`src/hdl/dest_pkg.sv`:
```
`timescale 1ns / 1ps

package dest_pkg;

   // table size and derived widths
   localparam int CAPACITY = 16;
   localparam int SLOT_W   = (CAPACITY > 1) ? $clog2(CAPACITY) : 1;
   localparam int CNT_W    = $clog2(CAPACITY + 1);

   // fixed field widths
   localparam int OP_W    = 2;
   localparam int ELEM_W  = 32;
   localparam int COUNT_W = 5;

   // operation codes; the unused code behaves as a look up
   typedef enum logic [OP_W-1:0] {
      OP_INSERT = 2'd0,
      OP_REMOVE = 2'd1,
      OP_LOOKUP = 2'd2
   } op_type;

   // search packet that walks down the chain of cells
   typedef struct packed {
      logic                     active;
      op_type                   op;
      logic signed [ELEM_W-1:0] element;
      logic                     hit;
      logic                     free_found;
      logic [SLOT_W-1:0]        free_idx;
   } pkt_type;

endpackage

```
`src/hdl/dest_cell.sv`:
```
`timescale 1ns / 1ps

module dest_cell (
   input  logic                             clock,
   input  logic                             reset,
   input  logic [dest_pkg::SLOT_W-1:0]      slot_index,
   input  dest_pkg::pkt_type                pkt_in,
   output dest_pkg::pkt_type                pkt_out,
   input  logic                             wr_en,
   input  logic signed [dest_pkg::ELEM_W-1:0] wr_element,
   output logic                             valid_out
);
   import dest_pkg::*;

   logic signed [ELEM_W-1:0] value_ff;
   logic signed [ELEM_W-1:0] value_in;
   logic                     valid_ff;
   logic                     valid_in;
   pkt_type                  pkt_ff;
   pkt_type                  pkt_in_next;
   logic                     match;

   assign match = valid_ff && (value_ff == pkt_in.element);

   // mark hit and lowest free slot on the passing packet
   always_comb begin
      pkt_in_next = pkt_in;
      if (pkt_in.active) begin
         if (match) begin
            pkt_in_next.hit = 1'b1;
         end
         if (!valid_ff && !pkt_in.free_found) begin
            pkt_in_next.free_found = 1'b1;
            pkt_in_next.free_idx   = slot_index;
         end
      end
   end

   always_comb begin
      priority if (wr_en) begin
         valid_in = 1'b1;
      end else if (pkt_in.active && match && (pkt_in.op == OP_REMOVE)) begin
         valid_in = 1'b0;
      end else begin
         valid_in = valid_ff;
      end
   end

   assign value_in = wr_en ? wr_element : value_ff;

   always_ff @(posedge clock) begin
      if (reset) begin
         valid_ff      <= 1'b0;
         pkt_ff.active <= 1'b0;
      end else begin
         valid_ff <= valid_in;
         pkt_ff   <= pkt_in_next;
      end
   end

   always_ff @(posedge clock) begin
      value_ff <= value_in;
   end

   assign pkt_out   = pkt_ff;
   assign valid_out = valid_ff;

endmodule

```
`src/hdl/distinct_element_set_table_core.sv`:
```
`timescale 1ns / 1ps

// Set of up to CAPACITY (16) distinct signed 32-bit elements. Each request
// transaction inserts, removes or looks up one element and yields exactly one
// response transaction with was_present, changed, full_refused and the element
// count after the request. The elements live in a chain of cells, one entry
// per cell; a search packet enters cell 0 on the accepting edge and moves one
// cell per clock, collecting the match and the lowest free slot, and a remove
// clears the matching cell as the packet passes. After the last cell the
// packet lands in a finish register, where an insert is written into the free
// slot and the response is loaded into the output register. One request
// occupies the block through the walk down the chain and the finish step; the
// next request is taken once the previous result has moved into the output
// register, even while that result is still stalled. The table is empty after
// reset; no clearing pass is needed.

module distinct_element_set_table_core (
   input  logic                               clock,
   input  logic                               reset,
   input  logic                               req_valid,
   output logic                               req_stall,
   input  logic [dest_pkg::OP_W-1:0]          req_operation,
   input  logic signed [dest_pkg::ELEM_W-1:0] req_element,
   output logic                               rsp_valid,
   input  logic                               rsp_stall,
   output logic                               rsp_was_present,
   output logic                               rsp_changed,
   output logic                               rsp_full_refused,
   output logic [dest_pkg::COUNT_W-1:0]       rsp_count
);
   import dest_pkg::*;

   // chain links: link 0 is the injected packet, link CAPACITY is the tail
   pkt_type               chain [0:CAPACITY];
   logic [CAPACITY-1:0]   valid_vec;
   logic [CAPACITY-1:0]   wr_sel;

   logic                  req_accept;
   logic                  busy_ff;
   logic                  busy_in;

   // finish stage holding the packet that left the chain
   logic                  fin_valid_ff;
   logic                  fin_valid_in;
   pkt_type               fin_ff;
   logic                  fin_move;

   logic [CNT_W-1:0]      count_ff;
   logic [CNT_W-1:0]      count_in;

   // decision for the finishing transaction
   logic                  do_insert;
   logic                  do_remove;
   logic                  refused;

   // output register
   logic                  rsp_valid_ff;
   logic                  rsp_valid_in;
   logic                  rsp_was_present_ff;
   logic                  rsp_changed_ff;
   logic                  rsp_full_refused_ff;
   logic [COUNT_W-1:0]    rsp_count_ff;

   // one transaction in flight at a time
   assign req_stall  = busy_ff;
   assign req_accept = req_valid && !req_stall;

   // inject a fresh packet into cell 0 on the accepting edge
   always_comb begin
      chain[0]            = '0;
      chain[0].active     = req_accept;
      chain[0].op         = op_type'(req_operation);
      chain[0].element    = req_element;
      chain[0].hit        = 1'b0;
      chain[0].free_found = 1'b0;
   end

   genvar g;
   generate
      for (g = 0; g < CAPACITY; g++) begin : g_cell
         assign wr_sel[g] = fin_move && do_insert && (fin_ff.free_idx == SLOT_W'(g));

         dest_cell u_cell (
            .clock      (clock),
            .reset      (reset),
            .slot_index (SLOT_W'(g)),
            .pkt_in     (chain[g]),
            .pkt_out    (chain[g+1]),
            .wr_en      (wr_sel[g]),
            .wr_element (fin_ff.element),
            .valid_out  (valid_vec[g])
         );
      end
   endgenerate

   // result of the walk; unused op code falls through as a look up
   always_comb begin
      do_insert = 1'b0;
      do_remove = 1'b0;
      refused   = 1'b0;
      unique case (fin_ff.op)
         OP_INSERT: begin
            do_insert = !fin_ff.hit && fin_ff.free_found;
            refused   = !fin_ff.hit && !fin_ff.free_found;
         end
         OP_REMOVE: begin
            do_remove = fin_ff.hit;
         end
         default: begin
         end
      endcase
   end

   // finish moves out once the output register is free
   assign fin_move = fin_valid_ff && (!rsp_valid_ff || !rsp_stall);

   always_comb begin
      busy_in      = busy_ff;
      fin_valid_in = fin_valid_ff;
      rsp_valid_in = rsp_valid_ff;
      count_in     = count_ff;
      if (rsp_valid_ff && !rsp_stall) begin
         rsp_valid_in = 1'b0;
      end
      if (chain[CAPACITY].active) begin
         fin_valid_in = 1'b1;
      end
      if (fin_move) begin
         fin_valid_in = 1'b0;
         busy_in      = 1'b0;
         rsp_valid_in = 1'b1;
         if (do_insert) begin
            count_in = count_ff + CNT_W'(1);
         end else if (do_remove) begin
            count_in = count_ff - CNT_W'(1);
         end
      end
      if (req_accept) begin
         busy_in = 1'b1;
      end
   end

   always_ff @(posedge clock) begin
      if (reset) begin
         busy_ff      <= 1'b0;
         fin_valid_ff <= 1'b0;
         rsp_valid_ff <= 1'b0;
         count_ff     <= '0;
      end else begin
         busy_ff      <= busy_in;
         fin_valid_ff <= fin_valid_in;
         rsp_valid_ff <= rsp_valid_in;
         count_ff     <= count_in;
      end
   end

   // payload registers
   always_ff @(posedge clock) begin
      if (chain[CAPACITY].active) begin
         fin_ff <= chain[CAPACITY];
      end
      if (fin_move) begin
         rsp_was_present_ff  <= fin_ff.hit;
         rsp_changed_ff      <= do_insert || do_remove;
         rsp_full_refused_ff <= refused;
         rsp_count_ff        <= COUNT_W'(count_in);
      end
   end

   assign rsp_valid        = rsp_valid_ff;
   assign rsp_was_present  = rsp_was_present_ff;
   assign rsp_changed      = rsp_changed_ff;
   assign rsp_full_refused = rsp_full_refused_ff;
   assign rsp_count        = rsp_count_ff;

   // stored count never exceeds the table size
   a_count_bound: assert property (@(posedge clock) disable iff (reset)
      count_ff <= CNT_W'(CAPACITY))
      else $error("stored count above capacity");

   // between transactions the count matches the occupied cells
   a_count_matches_cells: assert property (@(posedge clock) disable iff (reset)
      !busy_ff |-> ($countones(valid_vec) == count_ff))
      else $error("count differs from occupied cells");

   // a result never reports both a change and a refusal
   a_change_xor_refuse: assert property (@(posedge clock) disable iff (reset)
      rsp_valid_ff |-> !(rsp_changed_ff && rsp_full_refused_ff))
      else $error("result both changed and refused");

   // an accepted transaction blocks further requests on the next cycle
   a_single_in_flight: assert property (@(posedge clock) disable iff (reset)
      req_accept |=> req_stall)
      else $error("second transaction admitted while busy");

endmodule
```
`config.mk`:
```
export PLATFORM = sky130hd
export DESIGN_NAME = distinct_element_set_table_core
export DESIGN_NICKNAME = d
export VERILOG_FILES = /design/src/hdl/dest_pkg.sv /design/src/hdl/dest_cell.sv /design/src/hdl/distinct_element_set_table_core.sv
export SDC_FILE = /design/constraint.sdc
export NUM_CORES = 2
export LEC_CHECK = 0
export ABC_AREA = 1
export BUFFER_PORTS_ARGS = -buffer_cell sky130_fd_sc_hd__buf_2
export CAP_MARGIN = 20
export CORE_MARGIN = 2
export CORE_UTILIZATION = 37
export CTS_CLUSTER_SIZE = 25
export DETAILED_ROUTE_END_ITERATION = 16
export PLACE_DENSITY = 0.48
export SLEW_MARGIN = 0
export SYNTH_ARGS = -nofsm -noshare
export SYNTH_HDL_FRONTEND = slang
export SYNTH_SLANG_ARGS = --single-unit
```
`constraint.sdc`:
```
create_clock -name clock -period 16.5 [get_ports clock]
set_input_delay 0.825 -clock clock [delete_from_list [all_inputs] [get_ports clock]]
set_output_delay 0.825 -clock clock [all_outputs]
set_load 0.05 [all_outputs]
```
==> flow_summary_export.csv <==
group,metric,value,unit
run_status,status,"completed",
drt,drc,0,
grt,grt_usage,13.7,%
sta,finalHoldViolCount,0,
layout,most-common-layout-cells,"1,185 x edfxtp_1, 1,071 x nand2_1, 755 x inv_1, 435 x nor2_1, 141 x clkbuf_16",
sta,final.setup_skew,21.8,ps
synth,syn_inst,3931,
grt,busiest_layer,"met2",
pwr,p_per_area,120,mW/mm2
pwr,p_int,5.25,mW
sta,slew_headroom,15.8,%
placed_design,place_worst_setup_slack,11740,ps
clock_tree,htreeDepth,4,
setup_path,cp_cell_sequence,"buf_2, buf_4, inv_8, buf_12, buf_4, buf_12",
pwr,pwr-share-comb,2.3,%
drt,via_per_inst,4.26,
drt,vias,25028,
die,start_util,37.4,%
layout,fin_util,42.7,%
clock_tree,numCtsBuffers,131,
layout,area_growth,14.1,%
drt,drt-initial-drc-count,1514,
setup_path,required,16840,ps
setup_path,ff2ff_path_depth,6,
pwr,sequentialPowerShare,54.2,%
sta,rsz0062_at_grt,"false",
clock_tree,cts_root_buf,"clkbuf_16",
synth,synth_edf_count,1185,
placed_design,dp.final_hpwl,62200,um
placed_design,place_inst,5652,
clock_tree,cts.path.max_buffers,3,
drt,ant_nets,0,
synth,syn_nets,3971,
flow_run,maxCapViolations,0,
setup_path,reg2reg_to,"g_cell[2].u_cell.value_ff[3]",
layout,fillers,11711,
sta,worstMarginPinSlew,1260,ps
pwr,leakage,22.1,nW
drt,dr.pass1.iters,7,
synth,synth_async_sr_flop_share,0,%
drt,wl_per_cell,15.0,um
die,pin_count,48,
layout,n_antenna_cell,0,
clock_tree,cts_resized,0,
die,core-area,0.128,mm2
pwr,pwr-share-clk,43.5,%
sta,min_period,3760,ps
pwr,irDropWorstVdd,0.0000909,V
layout,multiInputGateArea,0.00864,mm2
setup_path,worstPathMaxFanout,158,
grt,use_met1,17.1,%
die,rows,131,
synth,synth_seq_cells,1225,
synth,ys_warn_count,0,
synth,ys_dominant_reg_cell,"edfxtp_1",
grt,grt_overflow,0,
clock_tree,clock_latency,720,ps
setup_path,r2r_setup_slack,13800,ps
sta,fin_crit_sh,22.8,%
synth,netlist_area,0.0478,mm2
sta,max_freq,0.266,GHz
grt,met2_usage,23.7,%
setup_path,start_kind,"primary input",
clock_tree,cts_setup_buffers,0,
die,die_h,363,um
min_path,worstHoldStart,"req_element[23]",
setup_path,slowest_delay,750,ps
grt,grt_max_degree,159,
clock_tree,holdBufCountCts,0,
pwr,switching_share,19.8,%
setup_path,setup.worst_path.end_class,"flip-flop",
setup_path,worstSetupPathType,"primary input to flip-flop",
synth,ys_seq_area_share,76.1,%
synth,synth_cell_type_count,39,
sta,tns,0,ps
min_path,worst_hold_path.endpoint,"g_cell[0].u_cell.pkt_out[29]",
synth,syn_area_per_cell,12.2,um2
clock_tree,clk_pin_slew_worst_paths,60,ps
grt,grt_pass1_vias,25095,
layout,fin_nets,4165,
drt,wl,88200,um
pwr,switching_power,1.30,mW
placed_design,io_buffers,47,
layout,register_area,0.0364,mm2
min_path,min_path_cells,1,
grt,grt_pass1_wl,138000,um
clock_tree,cts.sinks,1225,
setup_path,r2r-start,"fin_ff[5]",
placed_design,routabilityCongestion,0.864,
sta,setup_viol,0,
sta,fin_ws,12740,ps
die,die_w,363,um
sta,drv_slew,0,
layout,drive_gt1_share,7.91,%
setup_path,cp_slowest_cell,"buf_4",
layout,mostFrequentLayoutCell,"edfxtp_1",
layout,final_cells,5882,
clock_tree,cts_tree,"yes",
grt,met3_usage,2.38,%
grt,antenna_found_initial,1,
setup_path,worst_ep_arrival_time,4110,ps
min_path,worstHoldPathType,"primary input to flip-flop",
die,die_area,0.132,mm2
[Yosys cell counts, types with 2 or more instances]
| library cell | instances | share of area [%] |
|---|---|---|
| clkbuf_1 | 4 | 0.031 |
| nor2_1 | 443 | 3.5 |
| nand2_1 | 1071 | 8.4 |
| o21bai_1 | 12 | 0.19 |
| ha_1 | 2 | 0.052 |
| inv_1 | 756 | 5.9 |
| o22ai_1 | 13 | 0.17 |
| nor3_1 | 15 | 0.16 |
| nand3_1 | 65 | 0.68 |
| nand4_1 | 15 | 0.20 |
| xnor2_1 | 100 | 1.8 |
| o2bb2ai_1 | 2 | 0.037 |
| nor4_1 | 3 | 0.039 |
| nor2_2 | 3 | 0.039 |
| a21oi_1 | 18 | 0.19 |
| edfxtp_1 | 1185 | 74 |
| dfxtp_1 | 40 | 1.7 |
| a21o_1 | 14 | 0.22 |
| o2111ai_1 | 2 | 0.037 |
| o21ai_0 | 67 | 0.70 |
| nand2_2 | 3 | 0.039 |
| or2_2 | 65 | 0.85 |
| xor2_1 | 17 | 0.31 |
[metal layers]
metal  up-vias  part of all wire, %
li1      13053                    -
met1     11472                   45
met2       331                   48
met3       172                  3.2
met4         0                  3.3
met5         -                    0
[power groups by stage]
stage	sequential [mW]	clock [mW]	combinational, mW
3_5_place_dp	3.62	0	0.154
6_report	3.55	2.85	0.150
5_1_grt	3.56	3.07	0.175
3_3_place_gp	3.62	0	0.150
2_1_floorplan	3.64	0	0.109
4_1_cts	3.55	2.95	0.154
[stage by stage]
| step | instance area (um2) | total power [mW] | hold WS, ps |
|---|---|---|---|
| final | 54600 | 6.55 | 303 |
| after global routing | 54600 | 6.81 | 268 |
| after CTS | 54500 | 6.65 | 244 |
| after detailed placement | 50300 | 3.77 | 406 |
| after global placement | 50300 | 3.77 | 401 |
| after floorplan | 47800 | 3.75 | 400 |
[registers in the layout, summed over array words and instances (netlist names)]
name,count
g_cell.u_cell.value_ff,512
req_stall,1
fin_valid_ff,1
g_cell.u_cell.pkt_out,641
g_cell.u_cell.valid_out,16
fin_ff,40
rsp_was_present,1
rsp_changed,1
rsp_full_refused,1
count_ff,5
rsp_valid,1
rsp_count,5
[cell type report]
class	count	share of cell area, %
clock buffer	174	6.77
clock inverter	54	0.876
inverter	757	5.22
multi-input combinational	1945	15.8
sequential	1225	66.7
tap	1662	3.81
timing repair buffer	65	0.807
[critical path: cells and delay by family]
family / cells / cell delay, ps
buf+inv: 6 / 2810
[logic make-up (layout without fill, tap and decap cells)]
kind of cell | count (synthesis) | after routing | synth area share [%]
and+or+nand+nor | 1691 | 1691 | 14.0
DFF | 1225 | 1225 | 76.1
buffers and inverters | 761 | 1050 | 5.97
AOI/OAI and AO/OA | 134 | 134 | 1.67
xor gates and xnor gates | 118 | 118 | 2.18
adders and majority gates | 2 | 2 | 0.0523
[how the worst max path moves through the flow]
stage,end,from,slack [ps],cells after the start
CTS,g_cell[0].u_cell.pkt_out[6],reset,12540,6
floorplan,count_ff[1],reset,2520,3
detailed placement,g_cell[0].u_cell.pkt_out[8],reset,11740,6
global route,g_cell[1].u_cell.pkt_out[11],reset,12400,6
finish,g_cell[1].u_cell.pkt_out[11],reset,12740,6
global placement,g_cell[0].u_cell.pkt_out[10],reset,11790,6
(Power assumes the default switching activity.)
